===== config.mk =====
export PLATFORM = sky130hd
export DESIGN_NAME = addressable_led_serializer_top_flat
export DESIGN_NICKNAME = d
export VERILOG_FILES = /design/src/als_pkg.sv /design/src/als_if.sv /design/src/als_front.sv /design/src/als_cmd_fifo.sv /design/src/als_back.sv /design/src/addressable_led_serializer_top.sv /design/src/flat_wrapper.sv
export SDC_FILE = /design/constraint.sdc
export NUM_CORES = 2
export LEC_CHECK = 0
export BUFFER_PORTS_ARGS = -buffer_cell sky130_fd_sc_hd__buf_2
export CORE_ASPECT_RATIO = 1.75
export CORE_MARGIN = 5
export CORE_UTILIZATION = 55
export CTS_CLUSTER_DIAMETER = 100
export DETAILED_ROUTE_END_ITERATION = 8
export PLACE_DENSITY = 0.68
export SETUP_SLACK_MARGIN = 0.4
export SYNTH_ARGS = -nofsm -noshare
export SYNTH_HDL_FRONTEND = slang
export SYNTH_HIERARCHICAL = 1
export SYNTH_SLANG_ARGS = --single-unit

===== constraint.sdc =====
create_clock -name clk_i -period 7.37 [get_ports clk_i]
set_clock_uncertainty 0.15 [all_clocks]
set_input_delay 1.8425 -clock clk_i [delete_from_list [all_inputs] [get_ports clk_i]]
set_output_delay 1.8425 -clock clk_i [all_outputs]
set_load 0.01 [all_outputs]

===== src/als_pkg.sv =====
// Shared types and constants for the addressable LED serializer.
// No dependencies; the front end, queue, slot engine and top import this package.
`default_nettype none

package als_pkg;

  // Strip geometry
  localparam int LED_COUNT   = 64;
  localparam int LED_AW      = $clog2(LED_COUNT);      // colour store address
  localparam int LED_PW      = $clog2(LED_COUNT + 1);  // pointer that can reach LED_COUNT
  localparam int BITS_PER_LED = 24;
  localparam int RESET_SLOTS = (LED_COUNT % 2 == 0) ? 48 : 24;

  // Command queue between front and back
  localparam int FIFO_DEPTH = 2;

  // Configuration register indexes
  localparam logic [1:0] CFG_ZERO_DUTY   = 2'd0;
  localparam logic [1:0] CFG_GREEN_SCALE = 2'd1;
  localparam logic [1:0] CFG_BLUE_SCALE  = 2'd2;

  // Reset values of the configuration registers
  localparam logic [6:0] ZERO_DUTY_RST   = 7'd19;
  localparam logic [7:0] GREEN_SCALE_RST = 8'hB0;
  localparam logic [7:0] BLUE_SCALE_RST  = 8'hF0;

  typedef enum logic [1:0] {
    OP_WRITE  = 2'd0,
    OP_RENDER = 2'd1,
    OP_TICK   = 2'd2
  } opcode_e;

  typedef struct packed {
    logic [6:0] zero_duty;
    logic [7:0] green_scale;
    logic [7:0] blue_scale;
  } cfg_t;

  // Classified command: green and blue are already scaled; colour is in green, red, blue order
  typedef struct packed {
    opcode_e    op;
    logic [5:0] idx;
    logic [23:0] colour;
  } cmd_t;

endpackage

`default_nettype wire


===== src/als_if.sv =====
// Valid/ready channel interfaces for the LED serializer input and result streams.
// Payload field widths follow the package; depends on als_pkg only by convention.
`default_nettype none

interface als_in_if;
  logic       valid;
  logic       ready;
  logic [1:0] opcode;
  logic [5:0] led_index;
  logic [7:0] red;
  logic [7:0] green;
  logic [7:0] blue;

  modport source (output valid, output opcode, output led_index, output red,
                  output green, output blue, input ready);
  modport sink   (input valid, input opcode, input led_index, input red,
                  input green, input blue, output ready);
endinterface

interface als_out_if;
  logic       valid;
  logic       ready;
  logic [7:0] duty;
  logic       sending;
  logic       frame_last;

  modport source (output valid, output duty, output sending, output frame_last,
                  input ready);
  modport sink   (input valid, input duty, input sending, input frame_last,
                  output ready);
endinterface

`default_nettype wire


===== src/als_front.sv =====
// Front end: accepts input items, drops unused opcodes, scales green and blue.
// Depends on als_pkg and als_in_if.
`default_nettype none

module als_front (
  input  wire logic          clk_i,
  input  wire logic          rst_ni,
  als_in_if.sink             in_i,
  input  wire als_pkg::cfg_t cfg_i,
  output      als_pkg::cmd_t cmd_o,
  output      logic          cmd_valid_o,
  input  wire logic          cmd_ready_i
);
  import als_pkg::*;

  logic  valid_q, valid_d;
  cmd_t  cmd_q, cmd_d;
  logic  advance;
  logic  keep;
  logic [15:0] g_prod, b_prod;

  // Stage moves when empty or when the queue takes its content
  assign advance     = !valid_q || cmd_ready_i;
  assign in_i.ready  = advance;
  assign cmd_o       = cmd_q;
  assign cmd_valid_o = valid_q;

  // Scaling products, registered below
  assign g_prod = 16'(in_i.green) * 16'(cfg_i.green_scale);
  assign b_prod = 16'(in_i.blue) * 16'(cfg_i.blue_scale);

  // Classify
  always_comb begin
    case (opcode_e'(in_i.opcode))
      OP_WRITE, OP_RENDER, OP_TICK: keep = 1'b1;
      default:                      keep = 1'b0;
    endcase
  end

  always_comb begin
    valid_d = valid_q;
    cmd_d   = cmd_q;
    if (advance) begin
      valid_d    = in_i.valid && keep;
      cmd_d.op   = opcode_e'(in_i.opcode);
      cmd_d.idx  = in_i.led_index;
      cmd_d.colour = {g_prod[15:8], in_i.red, b_prod[15:8]};
    end
  end

  always_ff @(posedge clk_i or negedge rst_ni) begin
    if (!rst_ni) begin
      valid_q <= 1'b0;
    end else begin
      valid_q <= valid_d;
    end
  end

  always_ff @(posedge clk_i) begin
    cmd_q <= cmd_d;
  end

endmodule

`default_nettype wire


===== src/als_cmd_fifo.sv =====
// Short command queue between the front end and the slot engine.
// Depends on als_pkg for the command type and depth.
`default_nettype none

module als_cmd_fifo (
  input  wire logic          clk_i,
  input  wire logic          rst_ni,
  input  wire als_pkg::cmd_t push_cmd_i,
  input  wire logic          push_valid_i,
  output      logic          push_ready_o,
  output      als_pkg::cmd_t pop_cmd_o,
  output      logic          pop_valid_o,
  input  wire logic          pop_ready_i
);
  import als_pkg::*;

  localparam int PW = (FIFO_DEPTH > 1) ? $clog2(FIFO_DEPTH) : 1;
  localparam int CW = $clog2(FIFO_DEPTH + 1);

  cmd_t          mem_q [FIFO_DEPTH];
  logic [PW-1:0] wptr_q, wptr_d, rptr_q, rptr_d;
  logic [CW-1:0] cnt_q, cnt_d;
  logic          push, pop;

  assign push_ready_o = (cnt_q != CW'(FIFO_DEPTH));
  assign pop_valid_o  = (cnt_q != '0);
  assign pop_cmd_o    = mem_q[rptr_q];
  assign push = push_valid_i && push_ready_o;
  assign pop  = pop_valid_o && pop_ready_i;

  // Pointer and fill count update
  always_comb begin
    wptr_d = wptr_q;
    rptr_d = rptr_q;
    cnt_d  = cnt_q;
    if (push) begin
      wptr_d = (wptr_q == PW'(FIFO_DEPTH - 1)) ? '0 : wptr_q + 1'b1;
    end
    if (pop) begin
      rptr_d = (rptr_q == PW'(FIFO_DEPTH - 1)) ? '0 : rptr_q + 1'b1;
    end
    case ({push, pop})
      2'b10:   cnt_d = cnt_q + 1'b1;
      2'b01:   cnt_d = cnt_q - 1'b1;
      default: cnt_d = cnt_q;
    endcase
  end

  always_ff @(posedge clk_i or negedge rst_ni) begin
    if (!rst_ni) begin
      wptr_q <= '0;
      rptr_q <= '0;
      cnt_q  <= '0;
    end else begin
      wptr_q <= wptr_d;
      rptr_q <= rptr_d;
      cnt_q  <= cnt_d;
    end
  end

  always_ff @(posedge clk_i) begin
    if (push) begin
      mem_q[wptr_q] <= push_cmd_i;
    end
  end

endmodule

`default_nettype wire


===== src/als_back.sv =====
// Slot engine: colour store, frame counters and the registered result stage.
// Depends on als_pkg and als_out_if.
`default_nettype none

module als_back (
  input  wire logic          clk_i,
  input  wire logic          rst_ni,
  input  wire als_pkg::cmd_t cmd_i,
  input  wire logic          cmd_valid_i,
  output      logic          cmd_ready_o,
  input  wire als_pkg::cfg_t cfg_i,
  als_out_if.source          out_o
);
  import als_pkg::*;

  typedef struct packed {
    logic       data;     // data bit slot (else reset slot or idle)
    logic [4:0] bit_sel;  // bit of the colour word, MSB first
    logic       sending;
    logic       last;
  } slot_t;

  // Frame counters
  logic              busy_q, busy_d;
  logic [LED_PW-1:0] led_ptr_q, led_ptr_d;
  logic [4:0]        bit_pos_q, bit_pos_d;
  logic [5:0]        rst_left_q, rst_left_d;
  logic [5:0]        rst_left_dec;

  // Result stage
  logic  out_valid_q, out_valid_d;
  slot_t slot_q, slot_d;
  logic  can_take, pop, is_tick;

  // Colour store
  logic [23:0]    store_q [LED_COUNT];
  logic           vld_q [LED_COUNT];
  logic [23:0]    rdata_q;
  logic           rvld_q;
  logic           wr_en, rd_en;
  logic [LED_AW-1:0] wr_addr, rd_addr;
  logic [23:0]    word;
  logic [4:0]     bit_idx;

  assign can_take    = !out_valid_q || out_o.ready;
  assign is_tick     = (cmd_i.op == OP_TICK);
  assign cmd_ready_o = !is_tick || can_take;
  assign pop         = cmd_valid_i && cmd_ready_o;

  assign wr_en   = pop && (cmd_i.op == OP_WRITE) && (32'(cmd_i.idx) < 32'(LED_COUNT));
  assign wr_addr = LED_AW'(cmd_i.idx);
  assign rd_addr = led_ptr_q[LED_AW-1:0];
  assign rst_left_dec = (rst_left_q != '0) ? rst_left_q - 1'b1 : '0;

  // Counter and slot classification for the head command
  always_comb begin
    busy_d      = busy_q;
    led_ptr_d   = led_ptr_q;
    bit_pos_d   = bit_pos_q;
    rst_left_d  = rst_left_q;
    rd_en       = 1'b0;
    slot_d      = slot_q;
    out_valid_d = out_valid_q;
    if (can_take) begin
      out_valid_d = 1'b0;
    end
    if (pop) begin
      case (cmd_i.op)
        OP_RENDER: begin
          busy_d     = !busy_q;
          rst_left_d = busy_q ? '0 : 6'(RESET_SLOTS);
          led_ptr_d  = '0;
          bit_pos_d  = '0;
        end
        OP_TICK: begin
          out_valid_d    = 1'b1;
          slot_d.data    = 1'b0;
          slot_d.bit_sel = bit_pos_q;
          slot_d.sending = busy_q;
          slot_d.last    = 1'b0;
          if (busy_q) begin
            if (led_ptr_q < LED_PW'(LED_COUNT)) begin
              slot_d.data = 1'b1;
              rd_en       = (bit_pos_q == '0);
              if (bit_pos_q == 5'(BITS_PER_LED - 1)) begin
                bit_pos_d = '0;
                led_ptr_d = led_ptr_q + 1'b1;
              end else begin
                bit_pos_d = bit_pos_q + 1'b1;
              end
            end else begin
              rst_left_d = rst_left_dec;
              if (rst_left_dec == '0) begin
                slot_d.last = 1'b1;
                busy_d      = 1'b0;
                led_ptr_d   = '0;
                bit_pos_d   = '0;
              end
            end
          end
        end
        default: ;
      endcase
    end
  end

  always_ff @(posedge clk_i or negedge rst_ni) begin
    if (!rst_ni) begin
      busy_q      <= 1'b0;
      led_ptr_q   <= '0;
      bit_pos_q   <= '0;
      rst_left_q  <= '0;
      out_valid_q <= 1'b0;
    end else begin
      busy_q      <= busy_d;
      led_ptr_q   <= led_ptr_d;
      bit_pos_q   <= bit_pos_d;
      rst_left_q  <= rst_left_d;
      out_valid_q <= out_valid_d;
    end
  end

  always_ff @(posedge clk_i) begin
    slot_q <= slot_d;
  end

  // Store valid bits; an entry never written reads as zero
  always_ff @(posedge clk_i or negedge rst_ni) begin
    if (!rst_ni) begin
      for (int i = 0; i < LED_COUNT; i++) begin
        vld_q[i] <= 1'b0;
      end
      rvld_q <= 1'b0;
    end else begin
      if (wr_en) begin
        vld_q[wr_addr] <= 1'b1;
      end
      if (rd_en) begin
        rvld_q <= vld_q[rd_addr];
      end
    end
  end

  // Colour store; read data holds as the latched word of the LED in flight
  always_ff @(posedge clk_i) begin
    if (wr_en) begin
      store_q[wr_addr] <= cmd_i.colour;
    end
    if (rd_en) begin
      rdata_q <= store_q[rd_addr];
    end
  end

  // Duty from the latched word
  assign word    = rvld_q ? rdata_q : '0;
  assign bit_idx = 5'(BITS_PER_LED - 1) - slot_q.bit_sel;

  always_comb begin
    out_o.duty = '0;
    if (slot_q.data) begin
      out_o.duty = word[bit_idx] ? {cfg_i.zero_duty, 1'b0} : {1'b0, cfg_i.zero_duty};
    end
  end

  assign out_o.valid      = out_valid_q;
  assign out_o.sending    = slot_q.sending;
  assign out_o.frame_last = slot_q.last;

  // Checks
  a_last_in_frame: assert property (@(posedge clk_i) disable iff (!rst_ni)
    out_valid_q && slot_q.last |-> slot_q.sending && !slot_q.data)
    else $error("frame_last outside a frame");

  a_ptr_range: assert property (@(posedge clk_i) disable iff (!rst_ni)
    (led_ptr_q <= LED_PW'(LED_COUNT)) && (bit_pos_q < 5'(BITS_PER_LED)))
    else $error("frame counters out of range");

  a_idle_clear: assert property (@(posedge clk_i) disable iff (!rst_ni)
    !busy_q |-> (rst_left_q == '0) && (led_ptr_q == '0) && (bit_pos_q == '0))
    else $error("counters not cleared while idle");

  a_read_on_led_start: assert property (@(posedge clk_i) disable iff (!rst_ni)
    rd_en |-> busy_q && (bit_pos_q == '0) && is_tick)
    else $error("store read outside the first bit of an LED");

  a_end_goes_idle: assert property (@(posedge clk_i) disable iff (!rst_ni)
    pop && is_tick && busy_q && (led_ptr_q == LED_PW'(LED_COUNT)) && (rst_left_q <= 6'd1)
    |=> !busy_q)
    else $error("frame did not end after its last reset slot");

endmodule

`default_nettype wire


===== src/addressable_led_serializer_top.sv =====
// Top level of the addressable LED serializer: configuration registers,
// front end, command queue and slot engine. Depends on als_pkg and als_if.
//
//   channel  dir  handshake    payload
//   in_i     in   valid/ready  opcode, led_index, red, green, blue
//   out_o    out  valid/ready  duty, sending, frame_last (tick items only)
//   cfg      in   cfg_we_i     cfg_idx_i, cfg_wdata_i
//
// One item per cycle sustained while out_o does not stall; a tick's result
// passes the front register, the queue and the result register before it is
// offered. The store read for each LED is issued on its first bit slot from
// the colour store array, which has a separate write port.
// Reset clears the colour store at once through per-LED valid bits.
// Either side may stall independently; the two-entry queue absorbs the gap.
`default_nettype none

module addressable_led_serializer_top (
  input  wire logic       clk_i,
  input  wire logic       rst_ni,
  als_in_if.sink          in_i,
  als_out_if.source       out_o,
  input  wire logic       cfg_we_i,
  input  wire logic [1:0] cfg_idx_i,
  input  wire logic [7:0] cfg_wdata_i
);
  import als_pkg::*;

  cfg_t cfg_q, cfg_d;
  cmd_t f_cmd, q_cmd;
  logic f_valid, f_ready, q_valid, q_ready;

  // Configuration registers
  always_comb begin
    cfg_d = cfg_q;
    if (cfg_we_i) begin
      case (cfg_idx_i)
        CFG_ZERO_DUTY:   cfg_d.zero_duty   = cfg_wdata_i[6:0];
        CFG_GREEN_SCALE: cfg_d.green_scale = cfg_wdata_i;
        CFG_BLUE_SCALE:  cfg_d.blue_scale  = cfg_wdata_i;
        default: ;
      endcase
    end
  end

  always_ff @(posedge clk_i or negedge rst_ni) begin
    if (!rst_ni) begin
      cfg_q.zero_duty   <= ZERO_DUTY_RST;
      cfg_q.green_scale <= GREEN_SCALE_RST;
      cfg_q.blue_scale  <= BLUE_SCALE_RST;
    end else begin
      cfg_q <= cfg_d;
    end
  end

  als_front u_front (
    .clk_i       (clk_i),
    .rst_ni      (rst_ni),
    .in_i        (in_i),
    .cfg_i       (cfg_q),
    .cmd_o       (f_cmd),
    .cmd_valid_o (f_valid),
    .cmd_ready_i (f_ready)
  );

  als_cmd_fifo u_fifo (
    .clk_i        (clk_i),
    .rst_ni       (rst_ni),
    .push_cmd_i   (f_cmd),
    .push_valid_i (f_valid),
    .push_ready_o (f_ready),
    .pop_cmd_o    (q_cmd),
    .pop_valid_o  (q_valid),
    .pop_ready_i  (q_ready)
  );

  als_back u_back (
    .clk_i       (clk_i),
    .rst_ni      (rst_ni),
    .cmd_i       (q_cmd),
    .cmd_valid_i (q_valid),
    .cmd_ready_o (q_ready),
    .cfg_i       (cfg_q),
    .out_o       (out_o)
  );

endmodule

`default_nettype wire

===== src/flat_wrapper.sv =====
// flat-port wrapper written by rule: the top's interface ports become plain ports
module addressable_led_serializer_top_flat import als_pkg::*;
  (clk_i, rst_ni, cfg_we_i, cfg_idx_i, cfg_wdata_i, in_i_valid, in_i_opcode, in_i_led_index, in_i_red, in_i_green, in_i_blue, in_i_ready, out_o_valid, out_o_duty, out_o_sending, out_o_frame_last, out_o_ready);
  als_in_if in_i_i ();
  als_out_if out_o_i ();
  input  wire logic clk_i;
  input  wire logic rst_ni;
  input  wire logic cfg_we_i;
  input  wire logic [1:0] cfg_idx_i;
  input  wire logic [7:0] cfg_wdata_i;
  input wire logic [$bits(in_i_i.valid)-1:0] in_i_valid;
  input wire logic [$bits(in_i_i.opcode)-1:0] in_i_opcode;
  input wire logic [$bits(in_i_i.led_index)-1:0] in_i_led_index;
  input wire logic [$bits(in_i_i.red)-1:0] in_i_red;
  input wire logic [$bits(in_i_i.green)-1:0] in_i_green;
  input wire logic [$bits(in_i_i.blue)-1:0] in_i_blue;
  output wire logic [$bits(in_i_i.ready)-1:0] in_i_ready;
  output wire logic [$bits(out_o_i.valid)-1:0] out_o_valid;
  output wire logic [$bits(out_o_i.duty)-1:0] out_o_duty;
  output wire logic [$bits(out_o_i.sending)-1:0] out_o_sending;
  output wire logic [$bits(out_o_i.frame_last)-1:0] out_o_frame_last;
  input wire logic [$bits(out_o_i.ready)-1:0] out_o_ready;
  assign in_i_i.valid = in_i_valid;
  assign in_i_i.opcode = in_i_opcode;
  assign in_i_i.led_index = in_i_led_index;
  assign in_i_i.red = in_i_red;
  assign in_i_i.green = in_i_green;
  assign in_i_i.blue = in_i_blue;
  assign in_i_ready = in_i_i.ready;
  assign out_o_valid = out_o_i.valid;
  assign out_o_duty = out_o_i.duty;
  assign out_o_sending = out_o_i.sending;
  assign out_o_frame_last = out_o_i.frame_last;
  assign out_o_i.ready = out_o_ready;
  addressable_led_serializer_top u_core (.clk_i(clk_i), .rst_ni(rst_ni), .in_i(in_i_i), .out_o(out_o_i), .cfg_we_i(cfg_we_i), .cfg_idx_i(cfg_idx_i), .cfg_wdata_i(cfg_wdata_i));
endmodule

==> results.yml <==
worst_setup_path:
  path_max_fanout: 8
  cp_data_required_time_ps: 7720
  critPathCaptureType: "flop"
  crit_arrival_ps: 6040
  critical_path_class: "in -> reg"
  crit_path_start_kind: "input pin"
die:
  initial_utilization_pct: 55.2
  io_pins: 59
  die_y_um: 490
  rows: 176
  die-width_um: 284
  core_area_um2: 131000
  die-area_um2: 139000
sta:
  fin_ws_ps: 1680
  max_slew_margin_pct: 18.6
  worst_pin_slew_ps: 1220
  hold_viol: 0
  setup_tns_ps: 0
  fmax_ghz: 0.176
  rsz0062_at_grt: "no"
  setup_violations: 0
  finalMaxSlewViolations: 0
  period_minus_slack_ps: 5690
  period_share_pct: 77.1
global_routing:
  antenna_found_initial: 3
  grt_overflow_total: 0
  grt_pass1_vias: 37300
  grt_pass1_wl_um: 252000
  grt_max_degree: 130
  grt_usage_pct: 25.1
placed_design:
  preCtsSetupSlack_ps: 945
  hpwlAfterDp_um: 101000
  place_congestion: 0.877
  port_buffers: 58
drt:
  vias: 34700
  viasPerCell: 6.35
  antenna_left: 0
  drcViolationCount: 0
  drtIter0Drc: 3315
  first_pass_iters: 5
  wirelength_um: 173000
  avgRoutedWirePerCell_um: 31.7
run_status:
  status: "complete, no violations"
logic_synthesis:
  synthAdderAreaFrac_pct: 3.22
  synth_edf_count: 1664
  synthesis.area_um2: 72400
  avgSynthCellArea_um2: 20.8
  asyncSetResetFlopFracSynth_pct: 6.36
  synth_top_family_by_area: "multiplexers"
  synthesis.nets: 3669
  yosys.area_share.simple_pct: 3.02
  synthMuxAreaShare_pct: 16.6
  synth_flop_cell: "edfxtp_1"
  yosys_warnings: 6
  synth-seq-cells: 1777
  synth_cell_type_count: 74
  yosysSeqAreaShare_pct: 73.0
  syn_inst: 3478
  synth_xor_area_share_pct: 0.218
  synth_compound_area_share_pct: 2.40
worst_hold_path:
  hold_path.class: "reg -> reg"
flow_run:
  drv_cap: 0
cells_and_area:
  final_common_cell: "edfxtp_1"
  area_growth_pct: 10.6
  fin_nets: 3837
  drive_gt1_share_pct: 28.3
  layout_common_cells: "edfxtp_1 (1664), mux4_2 (436), clkbuf_16 (156), and2_1 (121), buf_4 (113)"
  nFillCells: 8995
clock_network:
  cts-resized-gates: 0
  cts_max_path_buffers: 3
  clk_pin_slew_ps: 60
  cts_sinks: 1777
  clock_latency_ps: 780
  post_cts_buffers: 0
  clockRootBuffer: "clkbuf_16"
  cts_tree: "built"
  cts_buffers: 151
  hold_buffers: 0
  cts_max_level: 4
power:
  p_per_area_nw_per_um2: 376
  p_leak_nw: 26.1
  vdd.ir_drop.worst_v: 0.000273
-- path summary, 6_finish.rpt --
path | startpoint | end | slack [ps] | cells after the start
worst max-delay path | in_i_green[7] | u_core/u_front/cmd_o[23]$_DFFE_PP_ | 1680 | 15
worst min-delay path | u_core/u_front/cmd_o[11]$_DFFE_PP_ | u_core/u_fifo/mem_q[1][11]$_DFFE_PP_ | 290 | 0
worst max register to register | u_core/cfg_q[12]$_DFFE_PN1P_ | u_core/u_front/cmd_o[23]$_DFFE_PP_ | 2330 | 14
worst min register to register | u_core/u_front/cmd_o[11]$_DFFE_PP_ | u_core/u_fifo/mem_q[1][11]$_DFFE_PP_ | 290 | 0
max in group asynchronous | rst_ni | u_core/u_back/led_ptr_q[3]$_DFFE_PN0P_ | 4740 | 2
min in group asynchronous | rst_ni | u_core/cfg_q[1]$_DFFE_PN0P_ | 1170 | 1
-- cell usage after synthesis (50+ instances only) --
cell type,count,area share [%]
edfxtp_1,1664,69
mux4_2,436,14
and2_1,121,1.0
mux2_2,105,1.6
dfrtp_1,103,3.6
mux2i_1,97,1.3
inv_1,91,0.47
nor2_1,91,0.47
nand2_1,77,0.40
clkbuf_1,74,0.38
ha_1,74,1.3
fa_1,70,1.9
a21oi_1,64,0.44
buf_2,50,0.35
-- layer usage --
metal | part of all wire (%) | track usage, % | wire length (um)
met1 | 34 | 29.5 | 59500
met2 | 56 | 46.9 | 96300
met3 | 5.6 | 3.40 | 9760
met4 | 4.4 | 9.89 | 7690
met5 | 0 | 0 | 0
-- layout make-up --
class / count / area (um2) / area share [%]
clock buffer: 198 / 4170 / 5.21
tap: 1691 / 2120 / 2.64
clock inverter: 84 / 744 / 0.930
inverter: 92 / 345 / 0.432
timing repair buffer: 175 / 1230 / 1.54
sequential: 1777 / 52800 / 66.0
antenna: 2 / 5.00 / 0.00625
multi-input combinational: 1449 / 18600 / 23.2
-- registers in the layout, indices dropped and copies added (netlist names), 2 cells and up --
| register | flops |
|---|---|
| u_core/u_back/slot_q | 6 |
| u_core/u_fifo/cnt_q | 2 |
| u_core/u_back/rdata_q | 24 |
| u_core/u_back/store_q | 1536 |
| u_core/u_back/rst_left_q | 6 |
| u_core/u_back/vld_q | 64 |
| u_core/cfg_q | 23 |
| u_core/u_front/cmd_o | 32 |
| u_core/u_fifo/mem_q | 64 |
| u_core/u_back/led_ptr_q | 7 |
| u_core/u_back/bit_pos_q | 5 |
-- cell families (layout without fill, tap and decap cells) --
group           Yosys count  count (layout)
compound gates          238             238
xor+xnor                 18              18
fa+ha+maj               144             144
buf+inv                 252             549
flops                  1777            1777
mux                     640             640
other cells               0               2
simple gates            409             409
-- per-stage QoR --
step	total power, mW	cell area (um2)	util [%]	hold WS (ps)	std cells
3_3_place_gp	22.1	75100	57.3	275	5184
2_1_floorplan	19.2	72400	-	271	3478
4_1_cts	30.3	80000	61.1	295	5466
5_1_grt	31.3	80000	61.1	304	5467
3_5_place_dp	22.5	75100	57.3	284	5184
6_report	30.1	80000	61.1	293	5468
-- power breakdown --
| part | switching, mW | leakage [nW] | internal [mW] | total, mW |
|---|---|---|---|---|
| Sequential | 0.429 | 16.5 | 13.1 | 13.5 |
| Clock | 3.52 | 2.41 | 4.40 | 7.93 |
| Combinational | 5.47 | 7.20 | 3.22 | 8.69 |
-- critical path, stage by stage --
cell	delay [ps]
buf_2	170
and2_1	200
fa_1	540
fa_1	510
fa_1	490
inv_1	50
fa_1	470
inv_1	40
ha_1	420
nand4_1	180
nor2_1	230
a211oi_4	110
o31ai_2	470
and4_1	280
nor3_2	50
Note: power is estimated with default switching activity, not from simulation.
